$ cat src/hw/rtl/sab_pkg.sv
// Shared types and constants of the slotted ALOHA backoff transmitter.
// Used by sab_step and by the top level slotted_aloha_backoff_mac.
package sab_pkg;

	localparam int RAND_BITS       = 16;
	localparam int MAX_CHANNELS    = 16;
	localparam int QUEUE_DEPTH     = 1024;
	localparam int MAX_BACKOFF_EXP = 10;

	localparam int KIND_W  = 2;
	localparam int SEND_W  = 8;
	localparam int CNT_W   = 11;
	localparam int CH_W    = 4;
	localparam int COLL_W  = 4;
	localparam int BO_W    = 10;
	localparam int NCH_W   = 5;
	localparam int THR_W   = 17;
	localparam int MUL_B_W = 10;
	localparam int PROD_W  = RAND_BITS + MUL_B_W;

	localparam logic [KIND_W-1:0] KIND_ARRIVAL = 2'd0;
	localparam logic [KIND_W-1:0] KIND_TICK    = 2'd1;
	localparam logic [KIND_W-1:0] KIND_CHECK   = 2'd2;

	localparam logic CFG_NUM_CHANNELS = 1'b0;
	localparam logic CFG_THRESHOLD    = 1'b1;

	localparam logic [NCH_W-1:0] RESET_NUM_CHANNELS = 5'd4;
	localparam logic [THR_W-1:0] RESET_THRESHOLD    = 17'd65536;

	typedef struct packed {
		logic [KIND_W-1:0]    kind;
		logic [RAND_BITS-1:0] rand_channel;
		logic [RAND_BITS-1:0] rand_attempt;
		logic [RAND_BITS-1:0] rand_backoff;
		logic [SEND_W-1:0]    senders_on_channel;
	} item_t;

	typedef struct packed {
		logic [CNT_W-1:0]  queued_count;
		logic [CH_W-1:0]   chosen_channel;
		logic              channel_chosen;
		logic [COLL_W-1:0] head_collisions;
		logic [BO_W-1:0]   backoff_counter;
		logic              attempt_pending;
	} state_t;

	typedef struct packed {
		logic [BO_W-1:0]   backoff_left;
		logic [COLL_W-1:0] collision_count;
		logic [CNT_W-1:0]  queue_length;
		logic              dropped;
		logic              collided;
		logic              delivered;
		logic              channel_valid;
		logic [CH_W-1:0]   channel;
		logic              attempted;
	} result_t;

	typedef struct packed {
		logic [NCH_W-1:0] num_channels;
		logic [THR_W-1:0] transmit_threshold;
	} cfg_t;

endpackage

$ cat src/hw/rtl/sab_step.sv
// Next-state and result logic for one item of the backoff transmitter.
// Depends on sab_pkg; one shared multiplier scales the channel or backoff draw.
module sab_step (
	input  sab_pkg::cfg_t    cfg,
	input  sab_pkg::item_t   item,
	input  sab_pkg::state_t  state,
	output sab_pkg::state_t  state_next,
	output sab_pkg::result_t result
);

	logic [sab_pkg::NCH_W-1:0]     chan_n;
	logic [sab_pkg::COLL_W-1:0]    exp_n;
	logic [sab_pkg::BO_W:0]        win_wide;
	logic [sab_pkg::MUL_B_W-1:0]   mul_b;
	logic [sab_pkg::RAND_BITS-1:0] mul_a;
	logic [sab_pkg::PROD_W-1:0]    prod;
	logic                          attempt_ok;

	always_comb begin
		if (cfg.num_channels == '0) begin
			chan_n = sab_pkg::NCH_W'(1);
		end else if (cfg.num_channels > sab_pkg::NCH_W'(sab_pkg::MAX_CHANNELS)) begin
			chan_n = sab_pkg::NCH_W'(sab_pkg::MAX_CHANNELS);
		end else begin
			chan_n = cfg.num_channels;
		end
	end

	always_comb begin
		if (state.head_collisions >= sab_pkg::COLL_W'(sab_pkg::MAX_BACKOFF_EXP)) begin
			exp_n = sab_pkg::COLL_W'(sab_pkg::MAX_BACKOFF_EXP);
		end else begin
			exp_n = state.head_collisions + sab_pkg::COLL_W'(1);
		end
	end

	assign win_wide = ((sab_pkg::BO_W + 1)'(1) << exp_n) - (sab_pkg::BO_W + 1)'(1);

	always_comb begin
		if (item.kind == sab_pkg::KIND_TICK) begin
			mul_a = item.rand_channel;
			mul_b = sab_pkg::MUL_B_W'(chan_n);
		end else begin
			mul_a = item.rand_backoff;
			mul_b = win_wide[sab_pkg::MUL_B_W-1:0];
		end
	end

	assign prod = sab_pkg::PROD_W'(mul_a) * sab_pkg::PROD_W'(mul_b);
	assign attempt_ok = {1'b0, item.rand_attempt} < cfg.transmit_threshold;

	always_comb begin
		state_next       = state;
		result           = '0;
		unique case (item.kind)
			sab_pkg::KIND_ARRIVAL: begin
				if (state.queued_count < sab_pkg::CNT_W'(sab_pkg::QUEUE_DEPTH)) begin
					state_next.queued_count = state.queued_count + sab_pkg::CNT_W'(1);
				end else begin
					result.dropped = 1'b1;
				end
			end
			sab_pkg::KIND_TICK: begin
				if (state.queued_count != '0) begin
					if (!state.channel_chosen) begin
						state_next.chosen_channel = prod[sab_pkg::RAND_BITS +: sab_pkg::CH_W];
						state_next.channel_chosen = 1'b1;
						result.attempted          = attempt_ok;
					end else if (state.backoff_counter != '0) begin
						state_next.backoff_counter = state.backoff_counter - sab_pkg::BO_W'(1);
					end else begin
						result.attempted = attempt_ok;
					end
					if (result.attempted) begin
						state_next.attempt_pending = 1'b1;
					end
				end
			end
			sab_pkg::KIND_CHECK: begin
				if (state.attempt_pending) begin
					state_next.attempt_pending = 1'b0;
					if (item.senders_on_channel > sab_pkg::SEND_W'(1)) begin
						state_next.backoff_counter =
							prod[sab_pkg::RAND_BITS +: sab_pkg::BO_W] + sab_pkg::BO_W'(1);
						if (state.head_collisions <
							sab_pkg::COLL_W'(sab_pkg::MAX_BACKOFF_EXP)) begin
							state_next.head_collisions =
								state.head_collisions + sab_pkg::COLL_W'(1);
						end
						result.collided = 1'b1;
					end else begin
						if (state.queued_count != '0) begin
							state_next.queued_count = state.queued_count - sab_pkg::CNT_W'(1);
						end
						state_next.channel_chosen  = 1'b0;
						state_next.chosen_channel  = '0;
						state_next.head_collisions = '0;
						state_next.backoff_counter = '0;
						result.delivered           = 1'b1;
					end
				end
			end
			default: begin
			end
		endcase
		result.channel         = state_next.chosen_channel;
		result.channel_valid   = state_next.channel_chosen;
		result.queue_length    = state_next.queued_count;
		result.collision_count = state_next.head_collisions;
		result.backoff_left    = state_next.backoff_counter;
	end

endmodule

$ cat src/hw/rtl/slotted_aloha_backoff_mac.sv
// Slotted ALOHA transmitter with binary exponential backoff, top level.
// The result of an item passes the input register and then the result register before it is offered;
// while a result waits on m_tready, the item behind it is held in the input register.
// Throughput: one item per cycle unless m_tready holds a result; the input register then takes one more.
// The state update for an item is one pass through sab_step between those two registers.
// Reset clears the queue and head packet state; num_channels resets to 4, threshold to 65536.
// Depends on sab_pkg and sab_step.
module slotted_aloha_backoff_mac (
	input  logic        clk,
	input  logic        arst_n,
	input  logic        s_tvalid,
	output logic        s_tready,
	// rand_channel [15:0], rand_attempt [31:16], rand_backoff [47:32],
	// senders_on_channel [55:48].
	input  logic [55:0] s_tdata,
	// kind [1:0].
	input  logic [1:0]  s_tuser,
	output logic        m_tvalid,
	input  logic        m_tready,
	// attempted [0], channel [4:1], channel_valid [5], delivered [6], collided [7],
	// dropped [8], queue_length [19:9], collision_count [23:20], backoff_left [33:24],
	// zero [39:34].
	output logic [39:0] m_tdata,
	input  logic        cfg_wr_en,
	input  logic        cfg_index,
	input  logic [16:0] cfg_data
);

	sab_pkg::cfg_t    cfg_q;
	sab_pkg::state_t  state_q;
	sab_pkg::state_t  state_next;
	sab_pkg::item_t   item_s1;
	sab_pkg::result_t result;
	sab_pkg::result_t result_q;
	logic             valid_s1;
	logic             out_valid_q;
	logic             advance;

	assign advance  = !out_valid_q || m_tready;
	assign s_tready = !valid_s1 || advance;

	always_ff @(posedge clk or negedge arst_n) begin
		if (!arst_n) begin
			cfg_q.num_channels       <= sab_pkg::RESET_NUM_CHANNELS;
			cfg_q.transmit_threshold <= sab_pkg::RESET_THRESHOLD;
		end else if (cfg_wr_en) begin
			unique case (cfg_index)
				sab_pkg::CFG_NUM_CHANNELS: cfg_q.num_channels <= cfg_data[sab_pkg::NCH_W-1:0];
				sab_pkg::CFG_THRESHOLD:    cfg_q.transmit_threshold <= cfg_data;
				default: begin
				end
			endcase
		end
	end

	always_ff @(posedge clk or negedge arst_n) begin
		if (!arst_n) begin
			valid_s1 <= 1'b0;
		end else if (s_tready) begin
			valid_s1 <= s_tvalid;
		end
	end

	always_ff @(posedge clk) begin
		if (s_tready && s_tvalid) begin
			item_s1.kind               <= s_tuser;
			item_s1.rand_channel       <= s_tdata[15:0];
			item_s1.rand_attempt       <= s_tdata[31:16];
			item_s1.rand_backoff       <= s_tdata[47:32];
			item_s1.senders_on_channel <= s_tdata[55:48];
		end
	end

	sab_step u_step (
		.cfg        (cfg_q),
		.item       (item_s1),
		.state      (state_q),
		.state_next (state_next),
		.result     (result)
	);

	always_ff @(posedge clk or negedge arst_n) begin
		if (!arst_n) begin
			state_q     <= '0;
			out_valid_q <= 1'b0;
		end else if (advance) begin
			out_valid_q <= valid_s1;
			if (valid_s1) begin
				state_q <= state_next;
			end
		end
	end

	always_ff @(posedge clk) begin
		if (advance && valid_s1) begin
			result_q <= result;
		end
	end

	assign m_tvalid = out_valid_q;
	assign m_tdata  = {6'b0, result_q};

	a_drain_never_blocks_input: assert property (
		@(posedge clk) disable iff (!arst_n) m_tready |-> s_tready
	) else $error("input stalled while the result side drains");

	a_flags_exclusive: assert property (
		@(posedge clk) disable iff (!arst_n)
		m_tvalid |-> !(result_q.delivered && result_q.collided)
	) else $error("result reports delivery and collision together");

	a_collision_sets_backoff: assert property (
		@(posedge clk) disable iff (!arst_n)
		(m_tvalid && result_q.collided) |->
			(result_q.backoff_left != '0 && result_q.channel_valid)
	) else $error("collision result without backoff or channel");

	a_delivery_clears_head: assert property (
		@(posedge clk) disable iff (!arst_n)
		(m_tvalid && result_q.delivered) |->
			(!result_q.channel_valid && result_q.backoff_left == '0 &&
			 result_q.collision_count == '0)
	) else $error("delivery left head packet state behind");

	a_attempt_has_channel: assert property (
		@(posedge clk) disable iff (!arst_n)
		(m_tvalid && result_q.attempted) |-> (result_q.channel_valid && state_q.attempt_pending)
	) else $error("attempt reported without a chosen channel or pending mark");

	a_queue_bounded: assert property (
		@(posedge clk) disable iff (!arst_n)
		state_q.queued_count <= sab_pkg::CNT_W'(sab_pkg::QUEUE_DEPTH)
	) else $error("queue count beyond its depth");

endmodule
$ cat config.mk
export PLATFORM = sky130hd
export DESIGN_NAME = slotted_aloha_backoff_mac
export DESIGN_NICKNAME = d
export VERILOG_FILES = /design/src/hw/rtl/sab_pkg.sv /design/src/hw/rtl/sab_step.sv /design/src/hw/rtl/slotted_aloha_backoff_mac.sv
export SDC_FILE = /design/constraint.sdc
export NUM_CORES = 1
export LEC_CHECK = 0
export ABC_AREA = 1
export BUFFER_PORTS_ARGS = -buffer_cell sky130_fd_sc_hd__buf_2
export CAP_MARGIN = 5
export CORE_MARGIN = 8
export CORE_UTILIZATION = 46
export CTS_CLUSTER_DIAMETER = 120
export DETAILED_ROUTE_END_ITERATION = 12
export HOLD_SLACK_MARGIN = 0.15
export PLACE_DENSITY = 0.71
export SLEW_MARGIN = 10
export SYNTH_ARGS = -nofsm -noshare
export SYNTH_HDL_FRONTEND = slang
export SYNTH_SLANG_ARGS = --single-unit
$ cat constraint.sdc
create_clock -name clk -period 19.4 [get_ports clk]
set_input_delay 1.94 -clock clk [delete_from_list [all_inputs] [get_ports clk]]
set_output_delay 1.94 -clock clk [all_outputs]
set_load 0.005 [all_outputs]
==> reports/qor.yml <==
clock_network:
  numCtsBuffers: 17
  htreeDepth: 4
  clockBufferDepth: 2
  postCtsHoldBufs: 0
  clk_latency_ns: 0.43
  ctsResizeCount: 0
  cts_sinks: 146
  cts_tree: "built"
  path_clk_slew_ns: 0.07
  post_cts_buffers: 0
  cts-root-buf: "clkbuf_16"
timing:
  finalCritPeriodShare_pct: 44.81
  rsz0062_at_grt: "false"
  maxSlewViolCount: 0
  relSlewSlack_pct: 20.98
  min_period_ns: 8.693
  finalSetupTns_ns: 0
  max_freq_mhz: 115.0
  setup_viol: 0
  finClkSkew_ns: 0.01802
  finalHoldViolCount: 0
  worstMarginPinSlew_ns: 1.185
yosys:
  synth_cells: 1517
  netlist_area_um2: 12490
  synth_edf_count: 91
  yosys.cell_types.count: 55
  async_flop_share_pct: 37.67
  yosysSeqAreaShare_pct: 32.91
  yosys_warnings: 0
  ys_ff_latch: 146
  ys.flop_type: "edfxtp_1"
  postSynthAreaPerCell_um2: 8.235
global_routing:
  grt_pass1_wl_um: 50000
  grt_use_met2_pct: 31.76
  use_met3_pct: 4.774
  antenna_found_initial: 0
  first_global_vias: 10650
  grt.total_usage_pct: 18.54
  grt_max_degree: 85
  top_usage_layer: "met2"
  overflow: 0
  grt.met1_usage_pct: 22.34
setup_path:
  critPathKind: "register to register"
  cp_max_fo: 10
  cp_data_arrival_time_ns: 8.97
  crit_required_ns: 19.68
  endpoint_kind: "register"
  slowest_stage: "fa_1"
  startpoint_type: "register"
  cpMostUsedCell: "inv_1"
  rrSetupSlack_ns: 10.71
  cp_slowest_stage_delay_ns: 0.54
routing:
  wl_um: 29460
  ant_nets: 0
  drt_iter0_markers: 620
  vias: 10320
  vias_per_cell: 5.210
  wl_per_cell_um: 14.88
  drc: 0
  first_pass_iters: 6
finish:
  area_growth_syn_to_layout_pct: 11.86
  layout_common_cells: "314 x nand2_1, 306 x inv_1, 178 x nor2_1"
  fill_cells: 2437
  diodes: 0
  final_common_cell: "nand2_1"
  nets: 1900
  drive_above_1_share_pct: 10.74
floorplan:
  die_x_um: 180.8
  core-area_um2: 26800
  io_pins: 123
  rows: 60
  initial_core_util_pct: 46.61
  die_area_um2: 32690
  die_h_um: 180.8
run_status:
  outcome: "complete, no violations"
run:
  cap_violations: 0
worst_hold_path:
  hold_path_class: "register to register"
placed_design:
  place_hpwl_um: 22760
  gp_congestion: 0.9303
  place.port_buffers: 115
==> area by class of cell <==
class | instances | area (um^2) | share of cell area, %
multi-input cells | 1029 | 7072 | 50.61
flip-flops and latches | 146 | 4111 | 29.42
inverters | 313 | 1175 | 8.408
repair buffers | 119 | 605.6 | 4.334
clock buffers | 18 | 429.2 | 3.071
well taps | 341 | 426.7 | 3.053
clock inverters | 14 | 153.9 | 1.101
==> cells in the mapped netlist (all sizes together), types with 12 or more instances <==
cell type | count | area [um^2]
a21oi | 64 | 327.8
buf | 12 | 80.07
clkbuf | 22 | 82.58
dfrtp | 53 | 1326
edfxtp | 91 | 2733
fa | 109 | 2182
ha | 84 | 1051
inv | 309 | 1160
nand2 | 321 | 1222
nand3 | 56 | 290.3
nor2 | 182 | 695.7
nor3 | 22 | 110.1
o21ai | 104 | 520.5
==> sequential cells by signal (all words and copies together), names as in the netlist <==
register / cells
m_tdata: 34
cfg_q: 22
item_s1: 57
valid_s1: 1
m_tvalid: 1
state_q: 31
==> critical path, delay by kind of cell (launching register included) <==
family          cells  cell delay (ns)
simple gates       14             1.95
flops               1             0.46
fa+ha+maj           9             3.42
buf+inv            11             1.28
xor+xnor            1             0.18
compound gates      6             1.25
==> cells by family after synthesis <==
kind of cell / count (synthesis) / synth area share, %
adders and majority gates: 193 / 25.88
DFF: 146 / 32.91
muxes: 1 / 0.09014
buffers and inverters: 347 / 10.71
AOI/OAI and AO/OA: 222 / 10.16
xor gates and xnor gates: 10 / 0.8514
and+or+nand+nor: 597 / 19.37
other: 1 / 0.03002
==> worst paths after layout <==
kind                       cells past startpoint          end   startpoint
max                                           41  m_tdata[28]  state_q[11]
min                                            2     cfg_q[3]     cfg_q[3]
max reg2reg                                   41  m_tdata[28]  state_q[11]
min reg2reg                                    2     cfg_q[3]     cfg_q[3]
max in group asynchronous                      2    cfg_q[20]       arst_n
min in group asynchronous                      2   state_q[4]       arst_n
==> routing by layer <==
| layer | routed length, um | up-vias |
|---|---|---|
| li1 | - | 4998 |
| met1 | 12500 | 4932 |
| met2 | 14200 | 336 |
| met3 | 2089 | 49 |
| met4 | 665 | 0 |
| met5 | 0 | - |
==> stage by stage <==
stage / setup WS [ns] / std cells / hold slack, ns / area, um^2 / util (%)
global placement: 10.94 / 1948 / 0.4652 / 13390 / 49.96
CTS: 10.78 / 1980 / 0.4963 / 13970 / 52.14
floorplan: 12.11 / 1522 / 0.4491 / 12510 / -
global route: 9.941 / 1980 / 0.5243 / 13970 / 52.14
finish: 10.71 / 1980 / 0.4934 / 13970 / 52.14
detailed placement: 10.83 / 1948 / 0.4743 / 13390 / 49.96
Power is left out: the tool's default activity adds up to more than one toggle a clock period on the data nets, which glitch-free logic cannot reach.
